## config.mk

```make
export PLATFORM = sky130hd
export DESIGN_NAME = csrc_cell
export DESIGN_NICKNAME = d
export VERILOG_FILES = /design/src/hdl/csrc_pkg.sv /design/src/hdl/csrc_cell.sv
export SDC_FILE = /design/constraint.sdc
export NUM_CORES = 1
export LEC_CHECK = 0
export BUFFER_PORTS_ARGS = -buffer_cell sky130_fd_sc_hd__buf_4
export CAP_MARGIN = 20
export CORE_UTILIZATION = 50
export CTS_CLUSTER_SIZE = 16
export DETAILED_ROUTE_END_ITERATION = 16
export HOLD_SLACK_MARGIN = 0.05
export PLACE_DENSITY = 0.66
export SYNTH_ARGS = -nofsm -noshare
export SYNTH_HDL_FRONTEND = slang
export SYNTH_SLANG_ARGS = --single-unit
```

## constraint.sdc

```tcl
create_clock -name clk -period 5.2 [get_ports clk]
set_input_delay 0.26 -clock clk [delete_from_list [all_inputs] [get_ports clk]]
set_output_delay 0.26 -clock clk [all_outputs]
set_load 0.01 [all_outputs]
```

## src/hdl/csrc_pkg.sv

```systemverilog
`default_nettype none
// ----------------------------------------------------------------------------
// csrc_pkg: shared types and constants of the context symbol rewrite cascade
// Item layout on the cell links, rule storage type, table field codes and the
// context match function used by every rule cell.
// ----------------------------------------------------------------------------
package csrc_pkg;

  // sizes
  localparam int RULES    = 8;
  localparam int SET_SIZE = 8;
  localparam int SYM_W    = 21;
  localparam int RIDX_W   = 3;
  localparam int FIELD_W  = 3;
  localparam int EIDX_W   = 3;
  localparam int ACT_W    = 4;
  localparam int CNT_W    = $clog2(SET_SIZE + 1);
  localparam int CIDX_W   = (RULES > 1) ? $clog2(RULES) : 1;

  // word boundary marker '#'
  localparam logic [SYM_W-1:0] BOUNDARY = 21'd35;

  // table field codes of a write item
  localparam logic [FIELD_W-1:0] FLD_FROM      = 3'd0;
  localparam logic [FIELD_W-1:0] FLD_TO        = 3'd1;
  localparam logic [FIELD_W-1:0] FLD_FRONT_CNT = 3'd2;
  localparam logic [FIELD_W-1:0] FLD_END_CNT   = 3'd3;
  localparam logic [FIELD_W-1:0] FLD_FRONT_ENT = 3'd4;
  localparam logic [FIELD_W-1:0] FLD_END_ENT   = 3'd5;

  typedef logic [SET_SIZE-1:0][SYM_W-1:0] set_t;

  // one item on a link; symbol carries the table value of a write
  typedef struct packed {
    logic               is_write;
    logic [SYM_W-1:0]   symbol;
    logic               last;
    logic [RIDX_W-1:0]  rule_index;
    logic [FIELD_W-1:0] table_field;
    logic [EIDX_W-1:0]  entry_index;
  } item_t;

  // one rewrite rule
  typedef struct packed {
    logic [SYM_W-1:0] from_sym;
    logic [SYM_W-1:0] to_sym;
    logic [CNT_W-1:0] front_cnt;
    logic [CNT_W-1:0] end_cnt;
    set_t             front_set;
    set_t             end_set;
  } rule_t;

  // set membership, parallel compares; an empty set always hits
  function automatic logic set_hit(set_t s, logic [CNT_W-1:0] cnt, logic [SYM_W-1:0] v);
    logic hit;
    hit = (cnt == '0);
    for (int i = 0; i < SET_SIZE; i++) begin
      if ((CNT_W'(i) < cnt) && (s[i] == v)) begin
        hit = 1'b1;
      end
    end
    return hit;
  endfunction

  // rewrite decision for one symbol given its neighbors
  function automatic logic [SYM_W-1:0] rule_decide(rule_t r, logic [SYM_W-1:0] cur,
                                                   logic has_prev, logic [SYM_W-1:0] prev,
                                                   logic has_next, logic [SYM_W-1:0] nxt);
    logic [SYM_W-1:0] pv;
    logic [SYM_W-1:0] nv;
    logic             front_ok;
    logic             end_ok;
    pv       = has_prev ? prev : BOUNDARY;
    nv       = has_next ? nxt : BOUNDARY;
    front_ok = set_hit(r.front_set, r.front_cnt, pv);
    end_ok   = set_hit(r.end_set, r.end_cnt, nv);
    return ((cur == r.from_sym) && front_ok && end_ok) ? r.to_sym : cur;
  endfunction

endpackage
`default_nettype wire

```

## src/hdl/csrc_cell.sv

```systemverilog
`default_nettype none
// ----------------------------------------------------------------------------
// csrc_cell: one rule of the rewrite cascade
// Holds its rule, the previous and the pending symbol of the current word, and
// an output register toward the next cell. A symbol is decided once its right
// neighbor arrives; an end-of-word symbol gets a separate flush step for the boundary
// decision. A disabled cell passes items through. Write items update the rule
// whose slot matches and travel on.
// ----------------------------------------------------------------------------
module csrc_cell (
  input  logic                     clk,
  input  logic                     rst,
  input  logic [csrc_pkg::CIDX_W-1:0] cell_index,
  input  logic                     enable,
  input  logic                     clear,
  input  logic                     in_valid,
  input  csrc_pkg::item_t          in_item,
  output logic                     in_ready,
  output logic                     out_valid,
  output csrc_pkg::item_t          out_item,
  input  logic                     out_ready
);
  import csrc_pkg::*;

  rule_t            rule;
  rule_t            rule_next;
  logic [SYM_W-1:0] prev_sym;
  logic [SYM_W-1:0] prev_sym_next;
  logic             prev_valid;
  logic             prev_valid_next;
  logic [SYM_W-1:0] pend_sym;
  logic [SYM_W-1:0] pend_sym_next;
  logic             pend_valid;
  logic             pend_valid_next;
  logic             flush;
  logic             flush_next;

  logic             can_load;
  logic             take;
  logic             emit;
  item_t            emit_item;
  logic             wr;
  logic [SYM_W-1:0] dec_sym;

  // handshake and the single decision of this cycle
  always_comb begin
    can_load = !out_valid || out_ready;
    in_ready = can_load && !(enable && flush);
    take     = in_valid && in_ready;
    dec_sym  = rule_decide(rule, pend_valid ? pend_sym : in_item.symbol,
                           pend_valid && prev_valid, prev_sym,
                           pend_valid && !flush, in_item.symbol);
  end

  // stage control
  always_comb begin
    emit            = 1'b0;
    emit_item       = in_item;
    wr              = 1'b0;
    prev_sym_next   = prev_sym;
    prev_valid_next = prev_valid;
    pend_sym_next   = pend_sym;
    pend_valid_next = pend_valid;
    flush_next      = flush;
    if (enable && flush) begin
      // boundary decision on the word's final symbol
      if (can_load) begin
        emit               = 1'b1;
        emit_item.is_write = 1'b0;
        emit_item.symbol   = dec_sym;
        emit_item.last     = 1'b1;
        prev_valid_next    = 1'b0;
        pend_valid_next    = 1'b0;
        flush_next         = 1'b0;
      end
    end else if (take) begin
      if (in_item.is_write) begin
        wr   = 1'b1;
        emit = 1'b1;
      end else if (!enable) begin
        emit = 1'b1;
      end else if (pend_valid) begin
        emit             = 1'b1;
        emit_item.symbol = dec_sym;
        emit_item.last   = 1'b0;
        prev_sym_next    = pend_sym;
        prev_valid_next  = 1'b1;
        pend_sym_next    = in_item.symbol;
        flush_next       = in_item.last;
      end else if (in_item.last) begin
        // one-symbol word: both sides are boundaries
        emit             = 1'b1;
        emit_item.symbol = dec_sym;
        emit_item.last   = 1'b1;
      end else begin
        pend_sym_next   = in_item.symbol;
        pend_valid_next = 1'b1;
      end
    end
    if (clear) begin
      prev_valid_next = 1'b0;
      pend_valid_next = 1'b0;
      flush_next      = 1'b0;
    end
  end

  // rule table write
  always_comb begin
    rule_next = rule;
    if (wr && (32'(in_item.rule_index) == 32'(cell_index))) begin
      unique case (in_item.table_field)
        FLD_FROM:      rule_next.from_sym = in_item.symbol;
        FLD_TO:        rule_next.to_sym   = in_item.symbol;
        FLD_FRONT_CNT: begin
          rule_next.front_cnt = (in_item.symbol > SYM_W'(SET_SIZE)) ?
                                CNT_W'(SET_SIZE) : CNT_W'(in_item.symbol);
        end
        FLD_END_CNT:   begin
          rule_next.end_cnt = (in_item.symbol > SYM_W'(SET_SIZE)) ?
                              CNT_W'(SET_SIZE) : CNT_W'(in_item.symbol);
        end
        FLD_FRONT_ENT: begin
          for (int i = 0; i < SET_SIZE; i++) begin
            if (32'(in_item.entry_index) == i) begin
              rule_next.front_set[i] = in_item.symbol;
            end
          end
        end
        FLD_END_ENT:   begin
          for (int i = 0; i < SET_SIZE; i++) begin
            if (32'(in_item.entry_index) == i) begin
              rule_next.end_set[i] = in_item.symbol;
            end
          end
        end
        default: ;
      endcase
    end
  end

  // control and rule registers
  always_ff @(posedge clk) begin
    if (rst) begin
      rule       <= '0;
      prev_valid <= 1'b0;
      pend_valid <= 1'b0;
      flush      <= 1'b0;
      out_valid  <= 1'b0;
    end else begin
      rule       <= rule_next;
      prev_valid <= prev_valid_next;
      pend_valid <= pend_valid_next;
      flush      <= flush_next;
      if (can_load) begin
        out_valid <= emit;
      end
    end
  end

  // payload registers
  always_ff @(posedge clk) begin
    prev_sym <= prev_sym_next;
    pend_sym <= pend_sym_next;
    if (can_load && emit) begin
      out_item <= emit_item;
    end
  end

  // checks
  a_flush_pend : assert property (@(posedge clk) disable iff (rst)
    flush |-> pend_valid)
    else $error("flush without a pending symbol");

  a_prev_pend : assert property (@(posedge clk) disable iff (rst)
    prev_valid |-> pend_valid)
    else $error("previous symbol held without a pending one");

  a_bypass_empty : assert property (@(posedge clk) disable iff (rst)
    !enable |-> !pend_valid && !flush)
    else $error("disabled cell holds word state");

  a_last_symbol : assert property (@(posedge clk) disable iff (rst)
    out_valid && out_item.last |-> !out_item.is_write)
    else $error("end-of-word flag on a write item");

endmodule
`default_nettype wire

```

==> impl_table.tex <==
\begin{tabular}{lr}
\hline
Metric & Value \\
\hline
\multicolumn{2}{l}{\textbf{Synthesis}} \\
Post-synth top flop & sky130\_fd\_sc\_hd\_\_dfxtp\_1 \\
Async S/R FF share, synth & 0 \\
Number of nets produced by synthesis & 3214 \\
Yosys top cell area share & 0.3183 \\
Count of mapped cells out of synthesis & 3173 \\
Syn Area/Cell & 7.732 sq um \\
Number of warnings issued by yosys & 0 \\
Count of flip-flops with a built-in enable after synthesis & 74 \\
Number of flip-flops and latches in the synthesized netlist & 464 \\
Number of distinct standard cells referenced by the synthesized netlist & 60 \\
Yosys top cell by area & sky130\_fd\_sc\_hd\_\_dfxtp\_1 \\
Mapped cell area & 24530 sq um \\
Fraction of the yosys area taken by sequential cells & 0.4088 \\
Largest cells by area after synthesis & sky130\_fd\_sc\_hd\_\_dfxtp\_1 (32\%), sky130\_fd\_sc\_hd\_\_nand2\_1 (12\%), sky130\_fd\_sc\_hd\_\_a21oi\_1 (9.4\%) \\
\multicolumn{2}{l}{\textbf{Setup path}} \\
Crit path arrival time & 4.52 ns \\
Reg-to-reg critical path startpoint & pend\_valid \\
Top fanout value on the critical path & 63 \\
CP Launch Point & pend\_valid \\
Required time of the critical path & 5.56 ns \\
Type of origin of the critical path & flop \\
Type of the worst setup path & flop to flop \\
Type of destination of the critical path & flop \\
\multicolumn{2}{l}{\textbf{Detailed routing}} \\
Post-route DRC & 0 \\
Mean number of vias per cell & 6.524 \\
Iteration-0 DRC Markers & 3102 \\
Detailed-router iteration count before antenna repair & 6 \\
Average wire per cell in the routed design & 23.64 um \\
Post-route antenna net violation count & 0 \\
Via count of the routed design & 24480 \\
Routed wire length & 88730 um \\
\multicolumn{2}{l}{\textbf{Layout}} \\
Final Non-Filler Cells & 3753 \\
Share of layout cells above drive strength 1 & 0.07494 \\
Synthesis-to-layout area growth & 10.80\% \\
Number of nets in the layout & 3134 \\
\multicolumn{2}{l}{\textbf{Clock network}} \\
CTS root buffer & sky130\_fd\_sc\_hd\_\_clkbuf\_16 \\
Htree depth & 2 \\
Setup Fix Bufs, Post-CTS & 0 \\
Clock buffer count from CTS & 51 \\
Clk slew on worst S/H paths & 0.06 ns \\
CTS tree & done \\
Clock insertion delay at the later pin of the skew report & 0.62 ns \\
Post-cts repair resize count & 0 \\
Cts-stage hold buffer count & 16 \\
Total number of clock tree sinks & 464 \\
Maximum count of clock buffers along a single path & 3 \\
\multicolumn{2}{l}{\textbf{Timing}} \\
Number of setup violations in the final report & 0 \\
Final Slew Violations & 0 \\
Worst slew slack as a fraction of its limit & 0.2818 \\
Endpoints failing hold & 0 \\
RSZ-0062 raised after global routing & no \\
Clock skew & 0.01026 ns \\
Final TNS setup & 0 ns \\
FMAX & 0.2402 GHz \\
Transition time at the pin with the least slew margin & 1.067 ns \\
Period utilization & 0.8006 \\
Fin crit period & 4.163 ns \\
\multicolumn{2}{l}{\textbf{Status}} \\
Status & complete, no violations \\
\multicolumn{2}{l}{\textbf{Power}} \\
Standby leakage power & 8.375 nW \\
Net load switching power & 1.951 mW \\
Portion of total power attributed to the clock network & 0.479 \\
Sequential group share of total power & 0.461 \\
Int Power & 6.038 mW \\
Switching power as a share of total power & 0.2442 \\
Power Density & 293.9 nW/um\^{}2 \\
Combinational fraction of design power & 0.060 \\
Peak supply drop & 0.2359 mV \\
\multicolumn{2}{l}{\textbf{Global routing}} \\
Initial antenna violation count & 2 \\
Via count of the first global-routing pass & 22960 \\
Maximum number of pins on one net before global-route repair & 155 \\
Remaining global-route overflow & 0 \\
Overall track demand over capacity in global routing & 0.3494 \\
Wire length of the first global-routing pass & 135300 um \\
\multicolumn{2}{l}{\textbf{Floorplan}} \\
Die width & 223.5 um \\
Die extent in y & 223.5 um \\
Die Outline Area & 49950 sq um \\
Top-level I/O count & 75 \\
Row cnt & 80 \\
Initial core utilization & 0.5106 \\
Core Box Area & 48050 sq um \\
\multicolumn{2}{l}{\textbf{Placement}} \\
Buffers added on ports & 74 \\
DP Wirelength & 54450 um \\
Routability Congestion & 0.9574 \\
Inst Count DP & 3639 \\
\multicolumn{2}{l}{\textbf{Run}} \\
Number of max-capacitance violations reported & 0 \\
\multicolumn{2}{l}{\textbf{Worst hold path}} \\
Hold WC Path Type & primary input to flop \\
Hold Crit Start & in\_item[28] \\
\hline
\end{tabular}
-- metrics by stage --
| stage | setup slack [ns] | cell area (sq um) | util | hold slack [ns] | power [mW] |
|---|---|---|---|---|---|
| finish | 1.037 | 27180 | 0.5657 | 0.06965 | 7.988 |
| global route | 0.8892 | 27180 | 0.5657 | 0.06713 | 8.182 |
| CTS | 1.112 | 27180 | 0.5656 | 0.05225 | 8.003 |
| detailed placement | 1.117 | 25270 | 0.5259 | 0.4581 | 4.218 |
| global placement | 1.205 | 25270 | 0.5259 | 0.4516 | 4.213 |
| floorplan | 1.405 | 24530 | - | 0.3385 | 4.018 |
-- synthesized netlist by cell type, drive strengths merged (5+ instances only) --
library cell	instances
o31ai	5
xnor2	143
nor2	167
a22oi	9
and3	6
nor4bb	93
or4	7
nor4	39
o22ai	25
o21ai	21
nand4	32
a31oi	117
dfxtp	390
nor2b	39
edfxtp	74
nand2b	24
o32ai	110
nor3	27
a21oi	459
a32oi	7
xor2	12
a211oi	5
and4	8
nand3	46
mux2i	30
o2111ai	26
buf	74
and2	8
o2bb2ai	34
inv	67
clkbuf	211
nand2	813
-- final timing paths --
check	endpoint	slack [ns]	cells past startpoint
setup reg to reg	out_item[17]	1.04	11
setup / recovery	out_item[17]	1.04	11
hold / removal	rule[18]	0.07	3
hold reg to reg	rule[144]	0.47	2
-- layout by cell type (no fill, tap or decap), drive strengths merged, types with 25 or more instances in the layout --
master   instances
edfxtp          74
o32ai          110
nor3            27
nand4           32
o2bb2ai         34
a21oi          459
o2111ai         26
o22ai           25
xnor2          143
inv             68
mux2i           30
dfxtp          390
buf            136
a31oi          117
nor2           167
nor4bb          93
nand2          813
nand3           46
nor4            39
clkbuf          78
nor2b           39
-- kinds of logic after synthesis --
| group | synth area share |
|---|---|
| DFF | 0.4088 |
| muxes | 0.01224 |
| xor gates and xnor gates | 0.05534 |
| buffers and inverters | 0.05814 |
| and+or+nand+nor | 0.2497 |
| AOI/OAI and AO/OA | 0.2157 |
-- registers in the layout, indices dropped and copies added, names as in the netlist --
signal,count
prev_valid,1
flush,1
pend_sym,21
out_valid,1
prev_sym,21
out_item,32
pend_valid,1
rule,386
-- critical path, stage by stage (launching register included) --
cell,delay (ns)
sky130_fd_sc_hd__dfxtp_2,0.34
sky130_fd_sc_hd__buf_4,0.39
sky130_fd_sc_hd__nand2_4,0.51
sky130_fd_sc_hd__buf_4,0.39
sky130_fd_sc_hd__a2111oi_0,0.40
sky130_fd_sc_hd__nor2_1,0.09
sky130_fd_sc_hd__nor4_1,0.61
sky130_fd_sc_hd__o32ai_1,0.16
sky130_fd_sc_hd__nand3_1,0.21
sky130_fd_sc_hd__buf_4,0.45
sky130_fd_sc_hd__o2bb2ai_1,0.18
sky130_fd_sc_hd__nand3_1,0.10
-- per-layer routing --
metal	track usage	wire (um)
met4	0.1958	5157
met5	0	0
met1	0.4414	35150
met3	0.06914	8162
met2	0.5581	40260
-- power by group through the flow --
| stage | Clock, mW | Combinational, mW | Sequential [mW] |
|---|---|---|---|
| 6_report | 3.82 | 0.481 | 3.68 |
| 5_1_grt | 4.00 | 0.499 | 3.68 |
| 4_1_cts | 3.85 | 0.467 | 3.68 |
| 3_5_place_dp | 0 | 0.456 | 3.76 |
| 3_3_place_gp | 0 | 0.450 | 3.76 |
| 2_1_floorplan | 0 | 0.253 | 3.76 |
-- layout make-up --
cell class                 instances  area, sq um
fill                            4404        20870
antenna                            2        5.005
clock buffer                      78         1498
inverter                          67        251.5
multi-input combinational       2357        13150
sequential                       464        10030
clock inverter                    18        252.7
tap                              615        769.5
timing repair buffer             152         1226
Power figures use the tool's default switching activity.
